==> config.mk <==
export PLATFORM = sky130hd
export DESIGN_NAME = scc_fifo
export DESIGN_NICKNAME = d
export VERILOG_FILES = /design/src/design/scc_pkg.sv /design/src/design/scc_fifo.sv
export SDC_FILE = /design/constraint.sdc
export NUM_CORES = 1
export LEC_CHECK = 0
export ABC_CLOCK_PERIOD_IN_PS = 12700
export BUFFER_PORTS_ARGS = -buffer_cell sky130_fd_sc_hd__buf_2
export CORE_MARGIN = 3
export CORE_UTILIZATION = 35
export CTS_BUF_LIST = sky130_fd_sc_hd__clkbuf_4 sky130_fd_sc_hd__clkbuf_8
export CTS_CLUSTER_SIZE = 40
export DETAILED_ROUTE_END_ITERATION = 12
export SETUP_SLACK_MARGIN = 0.4
export SLEW_MARGIN = 0
export SYNTH_ARGS = -nofsm -noshare
export SYNTH_HDL_FRONTEND = slang
export SYNTH_SLANG_ARGS = --single-unit
==> constraint.sdc <==
create_clock -name clk -period 12.7 [get_ports clk]
set_clock_uncertainty 0.15 [all_clocks]
set_input_delay 1.27 -clock clk [delete_from_list [all_inputs] [get_ports clk]]
set_output_delay 1.27 -clock clk [all_outputs]
set_load 0.03 [all_outputs]
==> src/design/scc_pkg.sv <==
// shared types and constants for the segment clipper
package scc_pkg;

    localparam int COORD_BITS = 16;
    localparam int FRAC_BITS  = 8;
    localparam int OUT_BITS   = 24;
    localparam int IDX_BITS   = 4;
    localparam int CNT_BITS   = 5;

    localparam int DIFF_BITS  = COORD_BITS + 1;
    localparam int PROD_BITS  = 2 * DIFF_BITS;
    localparam int V_BITS     = PROD_BITS + 1;
    localparam int MAG_BITS   = PROD_BITS;
    localparam int HALF_BITS  = MAG_BITS / 2;
    localparam int CPROD_BITS = 2 * MAG_BITS;
    localparam int DEN_BITS   = MAG_BITS + 1;
    localparam int FMUL_BITS  = DIFF_BITS + HALF_BITS;
    localparam int FMAG_BITS  = DIFF_BITS + MAG_BITS;
    localparam int NUM_BITS   = FMAG_BITS + FRAC_BITS + 2;
    localparam int QUO_BITS   = DIFF_BITS + FRAC_BITS + 1;

    localparam logic REQ_VERTEX = 1'b0;
    localparam logic REQ_CLIP   = 1'b1;

    localparam logic [CNT_BITS-1:0] MIN_VERTICES = 5'd3;

    typedef struct packed {
        logic                         clip;
        logic                         slot_ok;
        logic [IDX_BITS-1:0]          slot;
        logic signed [COORD_BITS-1:0] x;
        logic signed [COORD_BITS-1:0] y;
        logic signed [DIFF_BITS-1:0]  dx;
        logic signed [DIFF_BITS-1:0]  dy;
    } scc_item_t;

endpackage

==> src/design/scc_fifo.sv <==
// two-entry queue between the front end and the clip engine
module scc_fifo (
    input  logic               clk,
    input  logic               rst_n,
    input  logic               push_valid,
    output logic               push_ready,
    input  scc_pkg::scc_item_t push_item,
    output logic               pop_valid,
    input  logic               pop_ready,
    output scc_pkg::scc_item_t pop_item
);
    import scc_pkg::*;

    scc_item_t  entry_reg [2];
    logic       wr_ptr_reg, wr_ptr_next;
    logic       rd_ptr_reg, rd_ptr_next;
    logic [1:0] count_reg, count_next;
    logic       do_push, do_pop;

    assign push_ready = (count_reg != 2'd2);
    assign pop_valid  = (count_reg != 2'd0);
    assign pop_item   = entry_reg[rd_ptr_reg];
    assign do_push    = push_valid && push_ready;
    assign do_pop     = pop_valid && pop_ready;

    always_comb
    begin
        wr_ptr_next = do_push ? ~wr_ptr_reg : wr_ptr_reg;
        rd_ptr_next = do_pop ? ~rd_ptr_reg : rd_ptr_reg;
        count_next  = count_reg + {1'b0, do_push} - {1'b0, do_pop};
    end

    always_ff @(posedge clk or negedge rst_n)
    begin
        if (!rst_n)
        begin
            wr_ptr_reg <= 1'b0;
            rd_ptr_reg <= 1'b0;
            count_reg  <= 2'd0;
        end
        else
        begin
            wr_ptr_reg <= wr_ptr_next;
            rd_ptr_reg <= rd_ptr_next;
            count_reg  <= count_next;
        end
    end

    always_ff @(posedge clk)
    begin
        if (do_push)
        begin
            entry_reg[wr_ptr_reg] <= push_item;
        end
    end

endmodule

==> results.ini, run 1 <==
[run_status]
status=completed

[critical_path]
path_cells=buf_4, mux2_2, buf_2
critPathLaunchType=register
cpPeakStageDelay_ns=0.85
crit_path_end_kind=primary output
worstSetupPathType=register to primary output
path_buf_inv=2
crit_fanout=50
cp.required_ns=11.28
slowest_stage=buf_4
critPathTopFamily=buffers and inverters
crit_arrival_ns=2.60

[drt]
first_pass_iters=3
wl_per_cell_um=15.91
antenna_left=0
drc=0
met2_length_um=4906
top_layer=met5
vias=2705
avgViaCountPerCell=4.300
finalWirelength_um=10010
met3_wirelength_um=689
wl_met1_um=4270
drt_iter0_drc=102

[sta]
drv_slew=0
final-setup-viol-count=0
finalHoldViolations=0
timing.fmax_mhz=248.6
maxSlewHeadroom_pct=31.76
finalCritPeriodShare_pct=31.68
grt_setup_unrepaired=false
worst_pin_slew_ns=1.024
fin_crit_ns=4.023
finalSetupTns_ns=0

[global_routing]
grt_overflow=0
grt_pass1_vias=2938
grt_pass1_wl_um=15400
track_usage_pct=11.37
antenna_found_initial=1
grt_max_degree=73

[clocking]
clk_pin_slew_worst_paths_ns=0.07
cts_max_path_buffers=2
insertion_delay_ns=0.42
htreeDepth=4
cts_post_setup_buffers_inserted=0
root_buffer=clkbuf_8
clock-sinks=148
ctsResizeCount=0
numCtsBuffers=17
tritoncts=built
cts-hold-fix-buffers=0

[cells_and_area]
nFillCells=1457
n_antenna_cell=0
largest_reg_flops=144
fin_area_um2=7091
drive_gt1_share_pct=61.50
syn2layout_area_growth_pct=23.44
fin_nets=481

[yosys]
netlist_area_um2=5744
synth-edff-count=144
yosys.cell_types.count=16
ys_seq_area_share_pct=77.02
async_reset_ff_share_pct=2.703
synth_area_per_cell_um2=23.84
synthCells=241
syn_nets=319
synthFlopType=edfxtp_1
synth-seq-cells=148
yosys_warnings=0

[die]
initial_core_util_pct=35.90
fp.dieW_um=134.1
die_h_um=134.1
core_area_um2=16000
rows=46
fp.dieArea_um2=17990
ios=150

[placed_design]
dpl_cell_area_um2=6640
place_congestion=0.6567
portBuffers=149
dp_hpwl_um=6344

[flow_run]
drv_cap=0

[pwr]
powerDensity_nw_per_um2=254.7
intPower_mw=1.189
p_sw_share_pct=34.14
pwr-share-comb_pct=37.5
pwr-share-clk_pct=22.9
sequentialPowerShare_pct=39.7
p_leak_nw=2.828
ir_drop_uv=122.4
p_switching_uw=616.4

[worst_hold_path]
min_path_type=register to register

## logic make-up (layout without fill, tap and decap cells)
logic type / Yosys count / after routing / share of synthesized area (%)
adder cells (fa/ha/maj): 2 / 2 / 0.4356
buffers and inverters: 9 / 181 / 2.701
flip-flops: 148 / 148 / 77.02
XOR/XNOR: 4 / 4 / 0.6100
multiplexers: 72 / 72 / 18.62
AND/OR/NAND/NOR: 6 / 6 / 0.6100
## final timing paths
path	slack (ns)	endpoint	depth (start not counted)	from
min in group asynchronous	0.50	count_reg[1]$_DFF_PN0_	1	rst_n
setup / recovery	8.68	pop_item[1]	3	rd_ptr_reg$_DFFE_PN0P_
max in group asynchronous	11.75	rd_ptr_reg$_DFFE_PN0P_	1	rst_n
hold / removal	0.37	count_reg[0]$_DFF_PN0_	1	count_reg[0]$_DFF_PN0_
hold reg to reg	0.37	count_reg[0]$_DFF_PN0_	1	count_reg[0]$_DFF_PN0_
setup reg to reg	10.23	entry_reg[0][62]$_DFFE_PP_	4	count_reg[1]$_DFF_PN0_
## layout make-up
class,instances,area [um2],share of cell area [%]
Clock buffer,18,241.5,3.406
Inverter,1,3.754,0.05294
Tap cell,216,270.3,3.812
Multi-Input combinational cell,84,1177,16.60
Clock inverter,11,209.0,2.947
Timing Repair Buffer,151,760.7,10.73
Sequential cell,148,4428,62.45
## metal layers
metal	up-vias	track usage (%)
li1	1271	-
met1	1326	14.03
met2	93	18.00
met3	13	5.101
met4	2	3.733
met5	-	0
## placed cells by master, fill, tap and decap left out, types with 2 or more instances in the layout
cell type / count
mux2_2: 3
buf_4: 2
edfxtp_1: 144
bufinv_16: 6
dfrtp_1: 3
clkinv_1: 2
ha_1: 2
xnor2_1: 3
mux2_4: 69
clkbuf_8: 17
buf_2: 149
## cells in the mapped netlist, drive strengths merged, types with 2 or more instances
cell	instances	area, um2
edfxtp	144	4324
buf	8	151.4
mux2	72	1070
xnor2	3	26.28
ha	2	25.02
dfrtp	4	100.1
## power groups by stage
stage | Clock (mW) | Sequential (mW) | Combinational, mW
final | 0.413 | 0.717 | 0.676
after global placement | 0 | 0.724 | 0.688
after floorplan | 0 | 0.708 | 0.585
after detailed placement | 0 | 0.730 | 0.690
after CTS | 0.429 | 0.719 | 0.692
after global routing | 0.450 | 0.730 | 0.715
## through the flow
step                      hold WS, ns  std cells  setup WS, ns  utilization [%]  power (mW)
after floorplan                0.3108        241         7.665                -       1.293
after global placement         0.3455        600         9.087            41.50       1.412
after global routing           0.3922        629         8.510            44.32       1.894
final                          0.3703        629         8.677            44.32       1.806
after CTS                      0.3745        629         8.583            44.32       1.840
after detailed placement       0.3565        600         9.076            41.50       1.420
No activity file was read; power rests on OpenSTA's default activity.
==> run 2, diff against run 1 <==
ABC_AREA = 1   (was not set)
ABC_CLOCK_PERIOD_IN_PS = 3350   (was 12700)
clock period = 3.35 ns   (was 12.7 ns; I/O delays follow)
==> run 2 against run 1 <==
Effect of this change: global-route usage increased by 2.5 points; hold slack got worse by 0.29 ns; first-iteration DRC count increased by 120%; power increased to 3.8 times the previous value; core utilization increased by 5.9 points; setup slack got worse by 7.8 ns; critical path depth increased by 2; clock power increased to 4.0 times the previous value; critical path type unchanged.
==> results.ini, run 2 <==
[cells_and_area]
regArea_um2=4425  ; about the same
fin_nets=718  ; +49%
syn2layout_area_growth_pct=39.48
final_core_util_pct=50.18  ; +5.9 points
final_common_cell=nand2_1
fin_area_um2=7656  ; +8.0%
nFillCells=1303  ; -11%
layout.cells.most_common_list=nand2_1 (229), buf_2 (149), edfxtp_1 (144)
multi_input_area_um2=910.9  ; -23%
n_antenna_cell=0  ; unchanged
largest_reg_flops=144  ; unchanged
drive_gt1_share_pct=28.73  ; -33 points

[yosys]
async_reset_ff_share_pct=2.703  ; unchanged
syn_nets=485  ; +52%
yosys_warnings=0  ; unchanged
synth_top_area_share_pct=78.78  ; +3.5 points
synth_area_per_cell_um2=13.49  ; -43%
yosys.area.top_type=edfxtp_1
synth-seq-cells=148  ; unchanged
ys_seq_area_share_pct=80.60  ; +3.6 points
synthCells=407  ; +69%
yosys.cell_types.count=11  ; -5
synthMostInstantiatedCell=nand2_1
synthFlopType=edfxtp_1
synth-edff-count=144  ; unchanged
netlist_area_um2=5489  ; -4.4%
ys_top_cells_by_area=edfxtp_1 (79%), nand2_1 (16%), dfrtp_1 (1.8%), buf_6 (1.6%), buf_2 (0.55%)
synthTopCellsByCount=nand2_1 (229), edfxtp_1 (144), buf_6 (8), inv_1 (8), buf_2 (6)

[clocking]
ctsResizeCount=0  ; unchanged
clock-sinks=148  ; unchanged
cts_max_path_buffers=2  ; unchanged
numCtsBuffers=17  ; unchanged
insertion_delay_ns=0.43  ; about the same
root_buffer=clkbuf_8
htreeDepth=4  ; unchanged
tritoncts=built
cts_post_setup_buffers_inserted=0  ; unchanged
clk_pin_slew_worst_paths_ns=0.07  ; about the same

[die]
fp.dieW_um=131.2  ; -2.1%
die_h_um=131.2  ; -2.1%
rows=45  ; -2.2%
ios=150  ; unchanged
core_area_um2=15260  ; -4.6%
fp.dieArea_um2=17220  ; -4.2%
initial_core_util_pct=35.97  ; +0.073 points

[pwr]
p_leak_nw=3.304  ; +17%
powerDensity_nw_per_um2=906.5  ; +260%
sequentialPowerShare_pct=37.7  ; -2.0 points
pwr-share-clk_pct=23.6  ; +0.7 points
ir_drop_uv=354.1  ; +190%
p_switching_mw=2.707  ; +340%
intPower_mw=4.233  ; +260%
p_sw_share_pct=39.01  ; +4.9 points
pwr-share-comb_pct=38.7  ; +1.2 points

[sta]
grt_setup_unrepaired=false
maxSlewHeadroom_pct=46.68  ; +15 points
hold_slack_ns=0.07632  ; -0.2940 ns
fin_crit_ns=2.494
timing.fmax_mhz=400.9
finalSetupTns_ns=0  ; unchanged
final-setup-viol-count=0  ; unchanged
finalCritPeriodShare_pct=74.45
drv_slew=0  ; unchanged
finalHoldViolations=0  ; unchanged
worst_pin_slew_ns=0.7997  ; -0.2238 ns

[global_routing]
grt_max_degree=74  ; +1.4%
grt_pass1_wl_um=18770  ; +22%
track_usage_pct=13.87  ; +2.5 points
antenna_found_initial=0  ; -1
grt_pass1_vias=3837  ; +31%
grt_overflow=0  ; unchanged

[critical_path]
cp.required_ns=2.86  ; -8.42 ns
crit_fanout=38  ; -24%
path_cells=inv_2, buf_12, nand2_1, nand2_1, buf_2
crit_path_end_kind=primary output
critPathLaunchType=register
path_common_cell=nand2_1
slowest_stage=inv_2
worstSetupPathType=register to primary output
cpPeakStageDelay_ns=0.48  ; -0.37 ns
crit_arrival_ns=2.01  ; -0.59 ns

[placed_design]
place_congestion=0.6886  ; +4.9%
dp_hpwl_um=7140  ; +13%
dpl_cell_area_um2=6439  ; -3.0%
portBuffers=149  ; unchanged

[run_status]
status=completed

[drt]
wl_per_cell_um=13.49  ; -15%
avgViaCountPerCell=4.311  ; +0.24%
antenna_left=0  ; unchanged
first_pass_iters=4  ; +1
drc=0  ; unchanged
finalWirelength_um=11630  ; +16%
vias=3716  ; +37%
drt_iter0_drc=223  ; +120%

[worst_hold_path]
min_path_type=input port to register

[flow_run]
drv_cap=0  ; unchanged

==> run 2: changes by cell type after synthesis, sizes merged <==
cell	delta
nand2	+228
xor2	-1
nand3	+3
inv	+8
mux2	-72
nand2b	-1
and2	-1
and3	-1
xnor2	-3
or2	-1
buf	+7
==> run 2: stage by stage <==
step,std cells,setup WS [ns],power [mW]
CTS,862,0.7527,7.051
finish,862,0.8558,6.940
floorplan,407,0.5784,4.567
detailed placement,758,1.198,5.332
global placement,758,1.271,5.275
global route,862,0.6743,7.336
==> run 2: path summary, 6_finish.rpt <==
| kind | start | slack (ns) | end | cells past startpoint |
|---|---|---|---|---|
| setup / recovery | rd_ptr_reg$_DFFE_PN0P_ | 0.86 | pop_item[22] | 5 |
| setup reg to reg | count_reg[0]$_DFF_PN0_ | 1.23 | entry_reg[0][45]$_DFFE_PP_ | 5 |
| hold reg to reg | wr_ptr_reg$_DFFE_PN0N_ | 0.35 | wr_ptr_reg$_DFFE_PN0N_ | 2 |
| hold / removal | push_valid | 0.08 | wr_ptr_reg$_DFFE_PN0N_ | 3 |
| max in group asynchronous | rst_n | 2.79 | rd_ptr_reg$_DFFE_PN0P_ | 2 |
| min in group asynchronous | rst_n | 0.13 | count_reg[0]$_DFF_PN0_ | 2 |
==> run 2: timing repair <==
item                                   in CTS  in global routing
hold buffers                               74                  0
setup endpoints to repair                   0                  0
endpoints found under the hold margin     149                  0
==> run 2: cell type report <==
class | count | share of cell area [%]
clock buffer | 18 | 3.154
sequential | 148 | 57.80
timing repair buffer | 229 | 20.17
multi-input combinational | 235 | 11.90
inverter | 9 | 0.4576
tap | 211 | 3.448
clock inverter | 12 | 3.072
==> run 2: logic make-up after synthesis <==
logic type	count (synthesis)	synth area share (%)
fa+ha+maj	2	0.4558
flops	148	80.60
buf+inv	24	2.941
simple gates	233	16.00
==> run 2: critical path: cells and delay by family (launching register included) <==
| family | cells | cell delay (ns) |
|---|---|---|
| buffers and inverters | 3 | 0.96 |
| AND/OR/NAND/NOR | 2 | 0.15 |
| flip-flops | 1 | 0.41 |
==> run 2: power groups by stage <==
| stage | clock, mW | combinational (mW) | sequential (mW) |
|---|---|---|---|
| floorplan | 0 | 1.91 | 2.65 |
| global placement | 0 | 2.63 | 2.64 |
| detailed placement | 0 | 2.67 | 2.66 |
| CTS | 1.69 | 2.75 | 2.62 |
| global route | 1.76 | 2.92 | 2.65 |
| finish | 1.64 | 2.68 | 2.62 |
==> run 2: layer usage <==
metal | share of wire, % | track usage (%)
met1 | 42 | 16.51
met2 | 51 | 23.65
met3 | 6.0 | 4.288
met4 | 1.2 | 5.368
met5 | 0 | 0
