**src/design/scc_pkg.sv**
```systemverilog
// shared types and constants for the segment clipper
package scc_pkg;

    localparam int COORD_BITS = 16;
    localparam int FRAC_BITS  = 8;
    localparam int OUT_BITS   = 24;
    localparam int IDX_BITS   = 4;
    localparam int CNT_BITS   = 5;

    localparam int DIFF_BITS  = COORD_BITS + 1;
    localparam int PROD_BITS  = 2 * DIFF_BITS;
    localparam int V_BITS     = PROD_BITS + 1;
    localparam int MAG_BITS   = PROD_BITS;
    localparam int HALF_BITS  = MAG_BITS / 2;
    localparam int CPROD_BITS = 2 * MAG_BITS;
    localparam int DEN_BITS   = MAG_BITS + 1;
    localparam int FMUL_BITS  = DIFF_BITS + HALF_BITS;
    localparam int FMAG_BITS  = DIFF_BITS + MAG_BITS;
    localparam int NUM_BITS   = FMAG_BITS + FRAC_BITS + 2;
    localparam int QUO_BITS   = DIFF_BITS + FRAC_BITS + 1;

    localparam logic REQ_VERTEX = 1'b0;
    localparam logic REQ_CLIP   = 1'b1;

    localparam logic [CNT_BITS-1:0] MIN_VERTICES = 5'd3;

    typedef struct packed {
        logic                         clip;
        logic                         slot_ok;
        logic [IDX_BITS-1:0]          slot;
        logic signed [COORD_BITS-1:0] x;
        logic signed [COORD_BITS-1:0] y;
        logic signed [DIFF_BITS-1:0]  dx;
        logic signed [DIFF_BITS-1:0]  dy;
    } scc_item_t;

endpackage

```
**src/design/scc_front.sv**
```systemverilog
// front end: accepts request beats and classifies them for the queue
module scc_front #(
    parameter int MAX_VERTICES = 16
) (
    input  logic                                  in_valid,
    output logic                                  in_ready,
    input  logic                                  req_type,
    input  logic [scc_pkg::IDX_BITS-1:0]          vertex_index,
    input  logic signed [scc_pkg::COORD_BITS-1:0] vertex_x,
    input  logic signed [scc_pkg::COORD_BITS-1:0] vertex_y,
    input  logic signed [scc_pkg::COORD_BITS-1:0] start_x,
    input  logic signed [scc_pkg::COORD_BITS-1:0] start_y,
    input  logic signed [scc_pkg::COORD_BITS-1:0] end_x,
    input  logic signed [scc_pkg::COORD_BITS-1:0] end_y,
    output logic                                  push_valid,
    input  logic                                  push_ready,
    output scc_pkg::scc_item_t                    push_item
);
    import scc_pkg::*;

    logic is_clip;

    assign is_clip    = (req_type == REQ_CLIP);
    assign in_ready   = push_ready;
    assign push_valid = in_valid;

    always_comb
    begin
        push_item.clip    = is_clip;
        push_item.slot_ok = ({28'd0, vertex_index} < 32'(MAX_VERTICES));
        push_item.slot    = vertex_index;
        push_item.x       = is_clip ? start_x : vertex_x;
        push_item.y       = is_clip ? start_y : vertex_y;
        push_item.dx      = DIFF_BITS'(end_x) - DIFF_BITS'(start_x);
        push_item.dy      = DIFF_BITS'(end_y) - DIFF_BITS'(start_y);
    end

endmodule

```
**config.mk**
```make
export PLATFORM = sky130hd
export DESIGN_NAME = scc_front
export DESIGN_NICKNAME = d
export VERILOG_FILES = /design/src/design/scc_pkg.sv /design/src/design/scc_front.sv
export SDC_FILE = /design/constraint.sdc
export NUM_CORES = 1
export LEC_CHECK = 0
export ABC_AREA = 1
export BUFFER_PORTS_ARGS = -buffer_cell sky130_fd_sc_hd__buf_2
export CAP_MARGIN = 20
export CORE_UTILIZATION = 48
export DETAILED_ROUTE_END_ITERATION = 10
export GPL_ROUTABILITY_DRIVEN = 0
export PLACE_DENSITY = 0.91
export SETUP_SLACK_MARGIN = 0.02
export SYNTH_ARGS = -nofsm -noshare
export SYNTH_HDL_FRONTEND = slang
export SYNTH_SLANG_ARGS = --single-unit
```
**constraint.sdc**
```tcl
create_clock -name vclk -period 2.85
set_input_delay 0.4275 -clock vclk [all_inputs]
set_output_delay 0.4275 -clock vclk [all_outputs]
set_load 0.05 [all_outputs]
```
==> results.yml, run 1 <==
route:
  drcViolationCount: 0
  vias: 3444
  ant_nets: 0
  first_pass_iters: 4
  wl_mm: 7.815
  dr.first_iter.drc_count: 101
  post_drt_wl_per_cell_um: 10.71
  vias_per_cell: 4.718
clock_tree:
  cts_resized: 0
  cts_hold_buf: 0
  cts_setup_buffers: 0
floorplanning:
  die_w_um: 75.05
  die_area_mm2: 0.005632
  rows: 26
  coreArea_mm2: 0.005107
  ios: 177
  start_util_pct: 50.15
  die_h_um: 75.05
final_layout:
  nets: 799
  syn2layout_area_growth_pct: 32.68
  fin_cells: 730
  seq_cells: 0
  final_core_util_pct: 66.54
  fill_cells: 499
  final_layout_size_suffix_gt1_share_pct: 31.52
  nClkBuffers: 0
  diodes: 0
  regArea_um2: 0
  stdcell_area_mm2: 0.003398
global_routing:
  grt_overflow: 0
  antenna_found_initial: 0
  grt_start_max_net_pins: 43
  grt_first_pass_wirelength_mm: 11.93
  track_usage_pct: 26.17
  grt_pass1_vias: 2962
worst_setup_path:
  cp-end-kind: "primary output"
  critical_path.top_delay_family: "adder cells"
  critPathMostFrequentCell: "nand2_1"
  crit_buf_inv: 3
  path_cells: "buf_2 -> ha_1 -> fa_1 -> inv_1 -> nand2_1 -> nand2_1 -> nand3_1 -> nand2_2 -> nand2_1 -> nand2_1 -> nand2_1 -> nand2_1 -> buf_2"
  critical_path_class: "in -> out"
  crit_fanout: 3
  crit_path_top_delay_cell: "fa_1"
  crit_path_start_kind: "input port"
  required_ns: 2.42
  critPathMaxStageDelay_ns: 0.41
  critPathArrivalTime_ns: 2.11
logic_synthesis:
  synth_top_family_by_area: "simple AND/OR/NAND/NOR gates"
  synth_fa_ha_area_share_pct: 17.20
  synth_nets: 647
  synth-compound-area-share_pct: 9.770
  syn_area_per_cell_um2: 5.022
  synthSimpleGateAreaFrac_pct: 44.60
  synth_xor_area_share_pct: 4.787
  syn_inst: 510
  synth_area_mm2: 0.002561
  synth_cell_types: 20
  ys_warn_count: 0
  ys_seq_area_share_pct: 0
  synth.mux.area_fraction_pct: 0.8793
sta:
  tns_ns: 0
  drv_slew: 0
  fin_crit_sh_pct: 89.17
  fmax_mhz: 393.5
  finalSetupViolCount: 0
  hold_viol_final: 0
  period_needed_ns: 2.541
  grt_setup_unrepaired: "false"
power_and_ir_drop:
  p_int_uw: 309.9
  max-vdd-ir-drop_mv: 0.2228
  p_seq_share_pct: 0
  powerDensity_mw_per_mm2: 341.6
  clkPwrFrac_pct: 0
  combPwrFrac_pct: 100.0
  p_leak_uw: 0.002407
  switchingPower_uw: 850.9
  netSwitchingFraction_pct: 73.30
placed_design:
  dpl.hpwl_mm: 6.916
  io_buffer_count: 164
  placed_cells: 730
  placed_area_mm2: 0.003398
worst_hold_path:
  hold_class: "in -> out"
status:
  outcome: "completed"
flow_run:
  cap_violations: 0
## cells in the mapped netlist (all sizes together) (2+ instances only)
library cell / count / area, µm²
nand2: 188 / 765.7
fa: 2 / 40.04
nor3: 8 / 86.34
nor2: 44 / 167.7
clkbuf: 3 / 11.26
buf: 12 / 80.08
xnor2: 4 / 35.03
a21oi: 50 / 250.2
inv: 130 / 488.0
xor2: 10 / 87.58
nand3: 22 / 110.1
mux2: 2 / 22.52
ha: 32 / 400.4
or2: 2 / 12.51
## power groups by stage
stage	clock (µW)	combinational [µW]	sequential, µW
final	0	1160	0
after global routing	0	1250	0
after CTS	0	1160	0
after detailed placement	0	1160	0
after global placement	0	1140	0
after floorplan	0	905	0
## cells by family (layout without fill, tap and decap cells)
logic type	Yosys count	count (layout)
AND/OR/NAND/NOR	264	264
buffers and inverters	145	295
AO/OA/AOI/OAI	50	50
adder cells (fa/ha/maj)	34	34
XOR/XNOR	14	14
multiplexers	2	2
other	1	1
## final cells by class
cell class	instances	area, µm²	area share, %
Tap cell	70	87.58	2.577
Inverter	130	488.0	14.36
Multi-Input combinational cell	365	1982	58.32
Timing Repair Buffer	165	840.8	24.74
## per-stage QoR
step | setup WS [ns] | power [µW] | hold WS (ns)
3_3_place_gp | 0.3737 | 1138 | 0.8553
4_1_cts | 0.3024 | 1160 | 0.8553
6_report | 0.3088 | 1161 | 0.8550
3_5_place_dp | 0.3047 | 1156 | 0.8553
5_1_grt | 0.1853 | 1253 | 0.8551
2_1_floorplan | 0.2604 | 904.8 | 1.022
## path summary, 6_finish.rpt
| kind | startpoint | to | slack (ns) | cells after the start |
|---|---|---|---|---|
| setup / recovery | start_y[0] | push_item[14] | 0.31 | 13 |
| hold / removal | push_ready | in_ready | 0.86 | 0 |
## placed cells by master, fill, tap and decap left out, types with 4 or more instances in the layout
cell type / count
nand3_1: 22
inv_2: 8
buf_2: 164
nor3_2: 7
ha_1: 32
nand2_2: 24
inv_1: 122
nor2_1: 43
xnor2_1: 4
xor2_1: 10
nand2_1: 164
a21oi_1: 50
## routing by layer
layer / GRT usage, % / routed length (µm) / vias up / share of wire (%)
li1: - / - / 1808 / -
met1: 30.87 / 3335 / 1482 / 43
met2: 52.05 / 3890 / 140 / 50
met3: 2.142 / 502 / 14 / 6.4
met4: 3.145 / 87 / 0 / 1.1
met5: 0 / 0 / - / 0
Note: power is estimated with default switching activity, not from simulation.
==> inputs of run 2 (changes only) <==
--- a/config.mk
+++ b/config.mk
@@ -5,13 +5,12 @@
 export SDC_FILE = /design/constraint.sdc
 export NUM_CORES = 1
 export LEC_CHECK = 0
-export ABC_AREA = 1
-export BUFFER_PORTS_ARGS = -buffer_cell sky130_fd_sc_hd__buf_2
+export BUFFER_PORTS_ARGS = -buffer_cell sky130_fd_sc_hd__buf_4
 export CAP_MARGIN = 20
-export CORE_UTILIZATION = 48
+export CORE_UTILIZATION = 44
 export DETAILED_ROUTE_END_ITERATION = 10
 export GPL_ROUTABILITY_DRIVEN = 0
-export PLACE_DENSITY = 0.91
+export PLACE_DENSITY = 0.9
 export SETUP_SLACK_MARGIN = 0.02
 export SYNTH_ARGS = -nofsm -noshare
 export SYNTH_HDL_FRONTEND = slang
==> results.yml, run 2 <==
route:
  ant_nets: 0
  post_drt_wl_per_cell_um: 14.90
  drcViolationCount: 0
  vias: 2747
  first_pass_iters: 4
  vias_per_cell: 5.472
  dr.first_iter.drc_count: 80
  wl_mm: 7.480
worst_setup_path:
  critical_path_class: "in -> out"
  crit_path_top_delay_cell: "or3_4"
  critPathMostFrequentCell: "buf_8"
  path_cells: "buf_8 -> inv_4 -> ha_4 -> nor2b_4 -> o31a_1 -> o31ai_4 -> o21ai_2 -> and4b_1 -> or3_4 -> buf_8"
  crit_path_start_kind: "input port"
  required_ns: 2.42
  critPathMaxStageDelay_ns: 0.39
  crit_fanout: 4
  crit_buf_inv: 3
  cp-end-kind: "primary output"
  critPathArrivalTime_ns: 2.42
  critical_path.top_delay_family: "compound AO/OA/AOI/OAI gates"
logic_synthesis:
  synth_area_leaders: "ha_1 19%, mux2_2 17%, inv_1 8.1%, a21oi_1 4.7%, a21o_1 4.6%"
  ys_warn_count: 0
  syn_area_per_cell_um2: 7.369
  syn_inst: 290
  synth_area_leader_cell: "ha_1"
  yosys-top-cells-count: "46 x inv_1, 33 x mux2_2, 32 x ha_1"
  ys_seq_area_share_pct: 0
  synth.most_common_cell: "inv_1"
  synth_nets: 427
  synth_cell_types: 50
  synth_top_area_share_pct: 18.74
  synth_area_mm2: 0.002137
placed_design:
  preCtsSetupSlack_ns: -0.04840
  io_buffer_count: 164
  dpl.hpwl_mm: 6.052
  placed_cells: 496
worst_hold_path:
  hold-path-cell-count: 0
  worstHoldStart: "vertex_index[3]"
  hold_class: "in -> out"
  holdPathEnd: "push_item[69]"
global_routing:
  track_usage_pct: 25.98
  grt_start_max_net_pins: 34
  antenna_found_initial: 0
  grt_pass1_vias: 2597
  grt_first_pass_wirelength_mm: 11.16
  grt_overflow: 0
sta:
  fin_hold_ws_ns: 0.8550
  drv_slew: 0
  tns_ns: 0
  fmax_mhz: 351.4
  fin_crit_sh_pct: 99.86
  finalSetupViolCount: 0
  period_needed_ns: 2.846
  setup_ws_ns: 0.003928
  grt_setup_unrepaired: "true"
  hold_viol_final: 0
floorplanning:
  die_area_mm2: 0.005139
  ios: 177
  start_util_pct: 47.44
  coreArea_mm2: 0.004504
  die_h_um: 71.69
  rows: 24
  die_w_um: 71.69
final_layout:
  final_layout_size_suffix_gt1_share_pct: 53.56
  layout_commonest_cell: "buf_4"
  final_cell_mix: "170 x buf_4, 43 x inv_1, 33 x mux2_2"
  syn2layout_area_growth_pct: 70.73
  seq_cells: 0
  nets: 589
  regArea_um2: 0
  diodes: 0
  fin_cells: 502
  nClkBuffers: 0
power_and_ir_drop:
  p_leak_uw: 0.001928
  powerDensity_mw_per_mm2: 367.7
  max-vdd-ir-drop_mv: 0.3362
status:
  outcome: "completed"
clock_tree:
  cts_hold_buf: 0
flow_run:
  cap_violations: 0
[run 2: power by group]
group / total (µW) / switching, µW / internal (µW)
combinational: 1340 / 832 / 510
clock: 0 / 0 / 0
sequential: 0 / 0 / 0
total: 1340 / 832 / 510
[run 2: layout make-up]
cell class / instances / area [µm²]
inverters: 46 / 175.2
repair buffers: 177 / 1363
multi-input cells: 227 / 2046
well taps: 52 / 65.06
fillers: 309 / 855.8
[run 2: per-layer routing]
metal / part of all wire, % / global-route usage, %
met1: 36 / 27.03
met2: 56 / 54.61
met3: 5.3 / 1.125
met4: 3.2 / 7.843
met5: 0 / 0
[run 2: cells by family (layout without fill, tap and decap cells)]
| group | Yosys count | after routing | share of synthesized area (%) |
|---|---|---|---|
| AOI/OAI and AO/OA | 78 | 78 | 26.64 |
| xor gates and xnor gates | 20 | 20 | 8.197 |
| adders and majority gates | 34 | 34 | 20.61 |
| buffers and inverters | 63 | 223 | 12.53 |
| muxes | 34 | 34 | 17.86 |
| other | 1 | 1 | 0.1755 |
| and+or+nand+nor | 60 | 60 | 13.99 |
[run 2: repair_timing]
action | in CTS | in global routing
pin swaps | 2 | 12
hold endpoints to repair | 0 | 0
buffers inserted | 2 | 4
setup endpoints to repair | 4 | 12
gates resized for setup | 7 | 25
[run 2: how the worst max path moves through the flow]
stage,start,end,cells after the start
floorplan,end_x[0],push_item[31],8
CTS,start_y[1],push_item[9],10
detailed placement,start_y[0],push_item[14],10
finish,start_y[1],push_item[13],10
global placement,start_y[0],push_item[14],10
global route,end_y[0],push_item[13],11
[run 2: stage by stage]
step	total power (µW)	cell area, µm²	utilization, %
2_1_floorplan	904.9	2201	-
3_3_place_gp	1257	3455	76.69
3_5_place_dp	1277	3455	76.69
4_1_cts	1296	3505	77.81
5_1_grt	1409	3649	81.00
6_report	1342	3649	81.00
==> inputs of run 3 (changes only) <==
--- a/config.mk
+++ b/config.mk
@@ -10,7 +10,7 @@
 export CORE_UTILIZATION = 44
 export DETAILED_ROUTE_END_ITERATION = 10
 export GPL_ROUTABILITY_DRIVEN = 0
-export PLACE_DENSITY = 0.9
+export PLACE_DENSITY = 0.89
 export SETUP_SLACK_MARGIN = 0.02
 export SYNTH_ARGS = -nofsm -noshare
 export SYNTH_HDL_FRONTEND = slang
==> results.yml, run 3 (synthesized netlist as in run 2, its figures left out) <==
status:
  outcome: "completed"
worst_hold_path:
  hold_class: "in -> out"
sta:
  fmax_mhz: 352.3
  hold_viol_final: 0
  period_needed_ns: 2.839
  drv_slew: 0
  finalSetupViolCount: 0
  fin_crit_sh_pct: 99.61
  grt_setup_unrepaired: "true"
floorplanning:
  ios: 177
  start_util_pct: 47.44
  die_w_um: 71.69
  coreArea_mm2: 0.004504
  die_h_um: 71.69
  rows: 24
  die_area_mm2: 0.005139
power_and_ir_drop:
  max-vdd-ir-drop_mv: 0.3124
  powerDensity_mw_per_mm2: 370.7
  p_leak_uw: 0.001930
worst_setup_path:
  cp-end-kind: "primary output"
  critical_path_class: "in -> out"
  critPathMostFrequentCell: "buf_8"
  crit_buf_inv: 3
  crit_path_top_delay_cell: "or3_4"
  critical_path.top_delay_family: "compound AO/OA/AOI/OAI gates"
  path_cells: "buf_8 -> inv_4 -> ha_4 -> nor2b_4 -> o31a_1 -> o31ai_4 -> o21ai_2 -> and4b_1 -> or3_4 -> buf_8"
  critPathArrivalTime_ns: 2.41
  required_ns: 2.42
  crit_path_start_kind: "input port"
  critPathMaxStageDelay_ns: 0.39
  crit_fanout: 4
global_routing:
  antenna_found_initial: 0
  grt_start_max_net_pins: 34
  track_usage_pct: 27.03
  grt_pass1_vias: 2765
  grt_first_pass_wirelength_mm: 11.68
  grt_overflow: 0
route:
  post_drt_wl_per_cell_um: 15.58
  ant_nets: 0
  first_pass_iters: 4
  dr.first_iter.drc_count: 110
  vias: 2765
  vias_per_cell: 5.508
  drcViolationCount: 0
  wl_mm: 7.821
flow_run:
  cap_violations: 0
final_layout:
  layout_commonest_cell: "buf_4"
  syn2layout_area_growth_pct: 70.78
  multiInputGateArea_mm2: 0.002041
  final_core_util_pct: 81.03
  final_cell_mix: "169 x buf_4, 44 x inv_1, 33 x mux2_2"
  stdcell_area_mm2: 0.003650
  nClkBuffers: 0
  nets: 589
  final_layout_size_suffix_gt1_share_pct: 53.11
  diodes: 0
  seq_cells: 0
  fill_cells: 323
  regArea_um2: 0
placed_design:
  placed_area_mm2: 0.003462
  dpl.hpwl_mm: 6.256
  io_buffer_count: 164
clock_tree:
  cts_hold_buf: 0
-- run 3: cell counts in the layout (fill, tap and decap cells not counted) --
No cell type changed its count.
-- run 3: area by class of cell --
type                            count  share of cell area [%]
Inverter                           46                   4.868
Multi-Input combinational cell    227                   55.91
Tap cell                           52                   1.783
Timing Repair Buffer              177                   37.44
-- run 3: path summary, 6_finish.rpt --
path	from	to	slack [ns]	cells after the start
setup / recovery	start_y[1]	push_item[13]	0.01	10
hold / removal	vertex_index[3]	push_item[69]	0.86	0
-- run 3: routing by layer --
layer  global-route usage [%]  wire length [µm]
met3                    1.828               426
met1                    27.71              2782
met4                    5.447               188
met2                    58.18              4423
met5                        0                 0
-- run 3: what timing repair did --
| item | 4_1_cts | 5_1_grt |
|---|---|---|
| setup buffers | 0 | 5 |
| gates cloned | 0 | 0 |
| pin swaps | 0 | 12 |
| gates resized for setup | 4 | 28 |
| endpoints found under the setup margin | 4 | 11 |
-- run 3: report_power, final --
part	total, µW	switching, µW	leakage (µW)	internal, µW
logic	1350	841	0.00193	512
registers	0	0	0	0
clock network	0	0	0	0
total	1350	841	0.00193	512
-- run 3: through the flow --
step	setup TNS (ns)	setup slack [ns]	hold slack [ns]	std cells	power, µW
floorplan	-0.1239	-0.1224	1.022	290	904.9
global placement	0	0.003082	0.8553	497	1259
detailed placement	-0.01538	-0.01538	0.8553	497	1283
CTS	0	0.02154	0.8553	497	1298
global route	-0.08133	-0.04684	0.8551	502	1419
finish	0	0.01112	0.8550	502	1353
